### config.mk
export PLATFORM = sky130hd
export DESIGN_NAME = nbgd_front
export DESIGN_NICKNAME = d
export VERILOG_FILES = /design/src/rtl/nbody_gravity_derivative_macros.svh /design/src/rtl/nbgd_pkg.sv /design/src/rtl/nbgd_front.sv
export SDC_FILE = /design/constraint.sdc
export NUM_CORES = 1
export LEC_CHECK = 0
export BUFFER_PORTS_ARGS = -buffer_cell sky130_fd_sc_hd__buf_2
export CORE_MARGIN = 3
export CORE_UTILIZATION = 55
export CTS_BUF_LIST = sky130_fd_sc_hd__clkbuf_2 sky130_fd_sc_hd__clkbuf_4 sky130_fd_sc_hd__clkbuf_8
export DETAILED_ROUTE_END_ITERATION = 10
export GPL_ROUTABILITY_DRIVEN = 0
export PLACE_DENSITY = 0.83
export SETUP_SLACK_MARGIN = 0.1
export SLEW_MARGIN = 20
export SYNTH_ARGS = -nofsm -noshare
export SYNTH_HDL_FRONTEND = slang
export SYNTH_SLANG_ARGS = --single-unit
export TNS_END_PERCENT = 5
### constraint.sdc
create_clock -name clk -period 22.1 [get_ports clk]
set_input_delay 4.42 -clock clk [delete_from_list [all_inputs] [get_ports clk]]
set_output_delay 4.42 -clock clk [all_outputs]
set_load 0.005 [all_outputs]
### src/rtl/nbody_gravity_derivative_macros.svh
// Assertion macros shared by the nbody gravity derivative RTL.
// No dependencies; define ASSERT_OFF to compile the checks out.
`ifndef NBODY_GRAVITY_DERIVATIVE_MACROS_SVH
`define NBODY_GRAVITY_DERIVATIVE_MACROS_SVH
`ifndef ASSERT_OFF
`define NBGD_ASSERT(lbl, clk, rstn, prop) \
	lbl: assert property (@(posedge clk) disable iff (!rstn) (prop)) \
		else $error("assertion failed");
`define NBGD_ASSERT_NEVER(lbl, clk, rstn, prop) \
	lbl: assert property (@(posedge clk) disable iff (!rstn) !(prop)) \
		else $error("forbidden condition seen");
`else
`define NBGD_ASSERT(lbl, clk, rstn, prop)
`define NBGD_ASSERT_NEVER(lbl, clk, rstn, prop)
`endif
`endif

### src/rtl/nbgd_pkg.sv
// Package for the nbody gravity derivative block: request/result types, codes,
// reset values. No dependencies.
package nbgd_pkg;
	localparam int MAX_BODIES_DEF = 64;
	localparam int SKIP_W = 7;

	localparam logic [1:0] FUNC_APPEND = 2'd0;
	localparam logic [1:0] FUNC_CLEAR  = 2'd1;
	localparam logic [1:0] FUNC_QUERY  = 2'd2;

	localparam logic [1:0] ST_OK    = 2'd0;
	localparam logic [1:0] ST_CLOSE = 2'd1;
	localparam logic [1:0] ST_FULL  = 2'd2;

	localparam logic [1:0] CFG_GRAV  = 2'd0;
	localparam logic [1:0] CFG_CLOSE = 2'd1;

	localparam logic [31:0] GRAV_RESET  = 32'd65536;
	localparam logic [31:0] CLOSE_RESET = 32'd6554;

	typedef struct packed {
		logic [1:0]        func;
		logic signed [31:0] pos_x;
		logic signed [31:0] pos_y;
		logic signed [31:0] vel_x;
		logic signed [31:0] vel_y;
		logic [31:0]       body_mass;
		logic [SKIP_W-1:0] skip_index;
	} request_t;

	typedef struct packed {
		logic signed [31:0] deriv_x;
		logic signed [31:0] deriv_y;
		logic signed [31:0] accel_x;
		logic signed [31:0] accel_y;
		logic [1:0]        status;
	} result_t;
endpackage

### src/rtl/nbgd_front.sv
// Front end: takes requests and holds them in a two-entry queue for the engine.
// Depends on nbgd_pkg.
module nbgd_front (
	input  logic              clk,
	input  logic              arst_n,
	input  logic              start,
	input  nbgd_pkg::request_t req,
	output logic              busy,
	input  logic              pop,
	output logic              q_valid,
	output nbgd_pkg::request_t q_req
);
	import nbgd_pkg::*;

	request_t   slot_q [2];
	logic       wr_q, rd_q;
	logic [1:0] cnt_q;
	logic       push, do_pop;

	assign busy    = (cnt_q == 2'd2);
	assign q_valid = (cnt_q != 2'd0);
	assign q_req   = slot_q[rd_q];
	assign push    = start && !busy;
	assign do_pop  = pop && q_valid;

	always_ff @(posedge clk) begin
		if (push) begin
			slot_q[wr_q] <= req;
		end
	end

	always_ff @(posedge clk or negedge arst_n) begin
		if (!arst_n) begin
			wr_q  <= 1'b0;
			rd_q  <= 1'b0;
			cnt_q <= 2'd0;
		end else begin
			if (push) wr_q <= !wr_q;
			if (do_pop) rd_q <= !rd_q;
			cnt_q <= cnt_q + 2'(push) - 2'(do_pop);
		end
	end
endmodule

* Word level (Yosys, flattened, before mapping)
Memory sizes are Yosys's and may differ from the RTL's.
Index checks and enable logic that the tools add are counted.
** Storage, ports and cells
- Bits in registers :: 4
- RAM bits :: 338
- Bits of input ports :: 173
- Memories :: 1
** Cells by class
- Add/sub/neg operators :: 2
- Eq/ne operators :: 1
- Multiplexer cells :: 2
- Reductions and logical operators :: 6
** Memory list
- slot_q :: words 2, width 169, rd ports 1, clocked after Yosys merged registers in 0, wr ports 1, RTL line nbgd_front.sv:15 : request_t slot_q [2];
** Operators with widths (number)
- $logic_not 1->1 :: 3
- $add 2x1->2 :: 1
- $eq 2x2->1 const B :: 1
- $logic_and 1x1->1 :: 2
- $mux 1 :: 2
- $reduce_bool 2->1 :: 1
- $sub 2x1->2 :: 1

* Logic depth before layout (Yosys ltp)
Gate-level depths: netlist of the first run.
- Depth after elaboration :: 5
- Gate-level depth with buffers :: 7
- Gate-level depth less buffers :: 7

* Least setup slack after synthesis of the first run
OpenSTA, ideal clock, no wires.
- Kind :: input port to flip-flop
- Start point :: input port start
- End point :: memory slot_q[0][0] (netlist name) (enable)
- Library setup time :: 0.700 ns
- Data arrival time :: 11.525 ns
- Required time :: 21.400 ns
- Slack :: 9.875 ns
- Stages :: 2
- Path buffers :: 0
- Cell sequence :: nand2_1 nor2_1
** Between the ends
- Longest elaborated chain between the ends :: 3
** Ends and longest elaborated chain
- start: declaration :: RTL line nbgd_front.sv:6 : input logic start,
- $logic_and 1x1->1 :: RTL line nbgd_front.sv:23 : assign push = start && !busy;
- $mux 1 :: RTL line nbgd_front.sv:27 : if (push) begin
- $mux 1 (not written as such) :: RTL line nbgd_front.sv:28 : slot_q[wr_q] <= req;
- end: declaration :: RTL line nbgd_front.sv:15
Every way passes these cells.

==> results of run 1 <==
==> worst max-delay path: cells and delay by family (launching register included) <==
family	cells	cell delay [ns]
mux	1	0.36
flops	1	0.90
buf+inv	2	1.07
==> where the power goes <==
group,switching (uW),internal (uW),leakage [uW]
Combinational,276,313,0.00253
Clock,220,250,0.000500
Sequential,54.5,890,0.00318
Total,551,1450,0.00621
==> metal layers <==
layer  global-route usage  part of all wire
met1                0.221              0.37
met4               0.0606             0.023
met5                    0            0.0025
met3               0.0788              0.10
met2                0.331              0.50
==> cell families after synthesis <==
group,after synthesis
muxes,169
DFF,342
buffers and inverters,21
adders and majority gates,2
and+or+nand+nor,6
xor gates and xnor gates,4
==> worst paths after layout <==
kind / endpoint / slack, ns
max in group asynchronous: rd_q$_DFFE_PN0P_ / 18.29
worst min register to register: cnt_q[0]$_DFF_PN0_ / 0.53
min in group asynchronous: cnt_q[1]$_DFF_PN0_ / 3.67
worst max register to register: slot_q[0][155]$_DFFE_PP_ / 19.28
worst min-delay path: cnt_q[0]$_DFF_PN0_ / 0.53
worst max-delay path: q_req[105] / 14.68
==> registers in the layout, summed over array words and instances (netlist names) <==
| register | cells |
|---|---|
| wr_q | 1 |
| rd_q | 1 |
| slot_q | 338 |
| cnt_q | 2 |
==> through the flow <==
step	cells	area (um^2)	setup WS, ns	utilization
finish	1280	15800	14.68	0.692
global route	1280	15800	14.55	0.692
CTS	1279	15800	14.65	0.691
detailed placement	1187	14800	15.27	0.650
global placement	1187	14800	15.26	0.650
floorplan	544	12800	9.87	-
==> cells in the mapped netlist, drive strengths merged <==
master    n
edfxtp  338
mux2    169
buf      19
dfrtp     4
xnor2     3
ha        2
inv       2
and2      1
and3      1
nand2     1
nand2b    1
nor2      1
or2       1
xor2      1
==> cell type report <==
class                           instances  area, um^2  area share
Tap cell                              313         392      0.0249
Antenna cell                            1        2.50    0.000159
Multi-Input combinational cell        181        2380       0.151
Clock inverter                         22        95.1     0.00604
Inverter                                2        7.51    0.000477
Clock buffer                           70         857      0.0544
Sequential cell                       342       10300       0.651
Timing Repair Buffer                  349        1760       0.112
==> key figures, run 1 <==
Logic synthesis
  • Syn Area/Cell: 23.5 um^2
  • Mux contribution to synthesized area: 0.178
  • Synth top area cells: edfxtp_1 79%, mux2_4 12%, mux2_2 6.1%
  • Adder-cell share of the synthesized area: 0.00196
  • Post-synthesis cell count: 544
  • Mapped Nets: 719
  • Sequential fraction of the synthesis area: 0.801
  • Synth Area in XOR/XNOR: 0.00274
  • Distinct cells, synth: 16
  • Yosys warns: 0
  • Cell accounting for the most synthesized area: edfxtp_1
  • Mapped cell area: 0.0128 mm^2
  • Yosys top cell area share: 0.793
  • Compound-Gate Fraction of Synth Area: 0
  • Flops & latches, synth: 342
  • Main combinational cell family by area after synthesis: multiplexers
  • Simple-Gate Fraction of Synth Area: 0.00254

Critical path
  • Slowest CP cell: buf_4
  • CP peak stage delay: 0.94 ns
  • Critical setup path kind: flip-flop to output pin
  • Critical path endpoint category: output pin
  • R2R cell count: 4
  • Launch point of the worst path: rd_q$_DFFE_PN0P_
  • Reg2reg start: cnt_q[1]$_DFF_PN0_
  • Startpoint types: flip-flop
  • Crit Path Max Fanout: 60
  • CP Cell Sequence: buf_4 > mux2_4 > buf_2
  • CP Data Required Time: 17.68 ns
  • Arrival @ worst endpoint: 3.00 ns

STA
  • Fmax: 0.135 GHz
  • Setup_tns: 0 ns
  • Final Setup Violations: 0
  • Final period util: 0.336
  • Slew of the pin with the lowest slew margin: 1.10 ns
  • Unrepaired setup endpoints after global routing: no
  • Hold WS: 0.533 ns
  • Final-report hold violation count: 0
  • Worst slew margin: 0.267
  • Final Skew: 0.00973 ns
  • Final slew viol count: 0
  • Post-layout minimum cycle time: 7.42 ns

Detailed routing
  • Detail Route Antenna Nets: 0
  • Post-DR wirelength/cell: 19.6 um
  • DRT Pass-1 Iters: 4
  • Total number of vias: 6411
  • Via-to-Cell Ratio: 5.01
  • Final WL: 25100 um
  • DRT iter0 DRCs: 370
  • Drt drc: 0

Global route
  • GR Overflow Total: 0
  • All-Layer GR Usage: 0.193
  • Number of global-route vias before repair: 6685
  • Initial antenna violation count: 6
  • Largest net degree at the start of global routing: 78
  • Global-route wire length before repair: 36300 um

Job
  • Max Cap Viol: 0

Power
  • Leak pwr: 0.00621 uW
  • Total power: 2000 uW
  • Maximum vdd drop: 77.9 uV
  • PwrDens: 127 mW/mm^2

Clock tree
  • Number of CTS-inserted buffers: 52
  • Clock Root Buffer: clkbuf_8
  • CTS tree: yes
  • Post-CTS setup buffers: 0
  • Clock Tree Buf Depth: 3
  • Clock transition at path regs: 0.05 ns
  • Post-CTS sizing: 0
  • # hold bufs at CTS: 0
  • Max H-tree Level: 2
  • CTS Sinks: 342
  • Later-pin clock latency in the skew report: 0.55 ns

Die
  • Ports: 344
  • Core Footprint: 0.0228 mm^2
  • Die Height: 159 um
  • Die extent in x: 159 um
  • Initial Utilization: 0.562
  • Rows: 55
  • DIE AREA: 0.0251 mm^2

Min path
  • Hold Path Depth: 1
  • Hold wc startpoint: cnt_q[0]$_DFF_PN0_
  • Min-Delay Path Class: flip-flop to flip-flop

Layout
  • # nets final: 1103
  • Layout cells sized above 1: 0.619
  • Commonest cells after routing, fill and taps aside: 343 x buf_2, 338 x edfxtp_1, 100 x mux2_4, 69 x mux2_2, 53 x clkbuf_8
  • Layout fillers: 1469
  • Area grow syn2layout: 23.1%
  • Most common cell after layout, fill and taps aside: buf_2

Place
  • Buffers added on ports: 343
  • Final HPWL DP: 17100 um

Outcome
  • Status: finished, final reports clean
Power figures use the tool's default switching activity.
==> inputs of run 2 (changes only) <==
Settings changed: CORE_UTILIZATION 55 to 54, PLACE_DENSITY 0.83 to 0.82.
Clock period 22.1 ns to 7.6 ns, I/O delays scaled along.
==> key figures, run 2 (synthesized netlist as in run 1, its figures left out) <==
Outcome
  • Status: finished, final reports clean (unchanged)

Layout
  • Fin cells: 1276 (was 1280)
  • Largest reg by FF count: slot_q (unchanged)
  • Cell area after layout: 0.0158 mm^2 (about the same)
  • Layout fillers: 1503 (was 1469)
  • Commonest cells after routing, fill and taps aside: 343 x buf_2, 338 x edfxtp_1, 100 x mux2_4, 69 x mux2_2, 53 x clkbuf_8 (unchanged)
  • Area grow syn2layout: 23.2% (was 23.1%)
  • Multi-input logic area: 0.00238 mm^2 (unchanged)
  • Sequential cell area: 0.0103 mm^2 (unchanged)
  • Layout cells sized above 1: 0.621 (was 0.619)
  • Most common cell after layout, fill and taps aside: buf_2 (unchanged)
  • Largest register FFs: 338 (unchanged)
  • # nets final: 1103 (unchanged)
  • Fin util: 0.686 (was 0.692)
  • Largest regs: slot_q x338, cnt_q x2 (unchanged)

Critical path
  • Worst path buffer plus inverter count: 2 (unchanged)
  • Family with the most delay on the worst path: flip-flops (was buffers and inverters)
  • Reg2reg start: cnt_q[1]$_DFF_PN0_ (unchanged)
  • CP Data Required Time: 6.08 ns (was 17.68 ns)
  • Critical path endpoint category: output pin (unchanged)
  • Instance count on the critical path: 3 (unchanged)
  • Slowest CP cell: dfrtp_4 (was buf_4)
  • Arrival @ worst endpoint: 2.95 ns (was 3.00 ns)
  • CP Cell Sequence: buf_12 > mux2_2 > buf_2 (was buf_4 > mux2_4 > buf_2)
  • R2R cell count: 4 (unchanged)
  • Crit Path Max Fanout: 101 (was 60)
  • Launch point of the worst path: rd_q$_DFFE_PN0P_ (unchanged)
  • Critical setup path kind: flip-flop to output pin (unchanged)
  • CP peak stage delay: 1.08 ns (was 0.94 ns)
  • Startpoint types: flip-flop (unchanged)

Detailed routing
  • DRT iter0 DRCs: 392 (was 370)
  • Total number of vias: 6478 (was 6411)
  • Post-DR wirelength/cell: 20.4 um (was 19.6 um)
  • Drt drc: 0 (unchanged)
  • Detail Route Antenna Nets: 0 (unchanged)
  • Via-to-Cell Ratio: 5.08 (was 5.01)
  • DRT Pass-1 Iters: 4 (unchanged)
  • Final WL: 26100 um (was 25100 um)

STA
  • Final Skew: 0.0325 ns (was 0.00973 ns)
  • Hold WS: 0.557 ns (was 0.533 ns)
  • Unrepaired setup endpoints after global routing: no (unchanged)
  • Fmax: 0.224 GHz
  • Post-layout minimum cycle time: 4.47 ns
  • Final Setup Violations: 0 (unchanged)
  • Final-report hold violation count: 0 (unchanged)
  • Final period util: 0.589
  • Worst slew margin: 0.335 (was 0.267)
  • Slew of the pin with the lowest slew margin: 0.998 ns (was 1.10 ns)
  • Final slew viol count: 0 (unchanged)
  • Setup_tns: 0 ns (unchanged)

Clock tree
  • CTS Sinks: 342 (unchanged)
  • Clock Root Buffer: clkbuf_8 (unchanged)
  • Post-CTS setup buffers: 0 (unchanged)
  • Post-CTS sizing: 0 (unchanged)
  • Number of CTS-inserted buffers: 53 (was 52)
  • # hold bufs at CTS: 0 (unchanged)
  • CTS tree: yes (unchanged)
  • Later-pin clock latency in the skew report: 0.55 ns (about the same)
  • Clock transition at path regs: 0.06 ns (was 0.05 ns)
  • Clock Tree Buf Depth: 3 (unchanged)
  • Max H-tree Level: 2 (unchanged)

Global route
  • Global-route wire length before repair: 38800 um (was 36300 um)
  • Largest net degree at the start of global routing: 166 (was 78)
  • Number of global-route vias before repair: 6875 (was 6685)
  • All-Layer GR Usage: 0.196 (was 0.193)
  • Initial antenna violation count: 8 (was 6)
  • GR Overflow Total: 0 (unchanged)

Power
  • Leak pwr: 0.00621 uW (about the same)
  • PwrDens: 370 mW/mm^2 (was 127 mW/mm^2)
  • Maximum vdd drop: 600 uV (was 77.9 uV)

Place
  • Buffers added on ports: 343 (unchanged)
  • DP Cell Count: 1185 (was 1187)
  • DP Area: 0.0148 mm^2 (about the same)
  • Final HPWL DP: 17200 um (was 17100 um)

Die
  • Ports: 344 (unchanged)
  • Die extent in x: 160 um (was 159 um)
  • DIE AREA: 0.0256 mm^2 (was 0.0251 mm^2)
  • Core Footprint: 0.0230 mm^2 (was 0.0228 mm^2)
  • Die Height: 160 um (was 159 um)
  • Initial Utilization: 0.557 (was 0.562)
  • Rows: 55 (unchanged)

Min path
  • Hold Path Depth: 1 (unchanged)
  • Min-Delay Path Class: flip-flop to flip-flop (unchanged)
  • Hold wc startpoint: wr_q$_DFFE_PN0N_ (was cnt_q[0]$_DFF_PN0_)

Job
  • Max Cap Viol: 0 (unchanged)
-- run 2: cell count changes in the layout (fill, tap and decap cells not counted), sizes merged --
cell / change
buf: -1
diode: +2
clkinvlp: -1
clkbuf: -4
-- run 2: final timing paths --
| check | slack [ns] | endpoint |
|---|---|---|
| worst max-delay path | 3.13 | q_req[9] |
| worst min-delay path | 0.56 | wr_q$_DFFE_PN0N_ |
| worst max register to register | 5.18 | slot_q[1][56]$_DFFE_PP_ |
| worst min register to register | 0.56 | wr_q$_DFFE_PN0N_ |
| max in group asynchronous | 6.69 | rd_q$_DFFE_PN0P_ |
| min in group asynchronous | 0.77 | cnt_q[0]$_DFF_PN0_ |
-- run 2: through the flow --
step                      power (uW)  worst slack, ns
after global placement          4480             3.72
after floorplan                 3930             1.13
after global routing            6120             2.96
after CTS                       5900             3.08
after detailed placement        4530             3.70
final                           5840             3.13
-- run 2: routing by layer --
metal,track usage,vias to the layer above,part of all wire
li1,-,2938,-
met1,0.227,3156,0.37
met2,0.335,306,0.50
met3,0.0768,68,0.095
met4,0.0702,10,0.027
met5,0,-,0.0030
-- run 2: cell type report --
cell class,instances,share of cell area
repair buffers,348,0.114
clock inverters,21,0.00587
multi-input cells,181,0.151
flip-flops and latches,342,0.651
diodes,3,0.000476
clock buffers,66,0.0525
inverters,2,0.000476
well taps,313,0.0248
-- run 2: power by group --
| group | total (uW) | internal, uW | switching, uW |
|---|---|---|---|
| Clock | 1350 | 707 | 643 |
| Sequential | 2770 | 2580 | 183 |
| Combinational | 1720 | 922 | 798 |
| Total | 5840 | 4210 | 1620 |
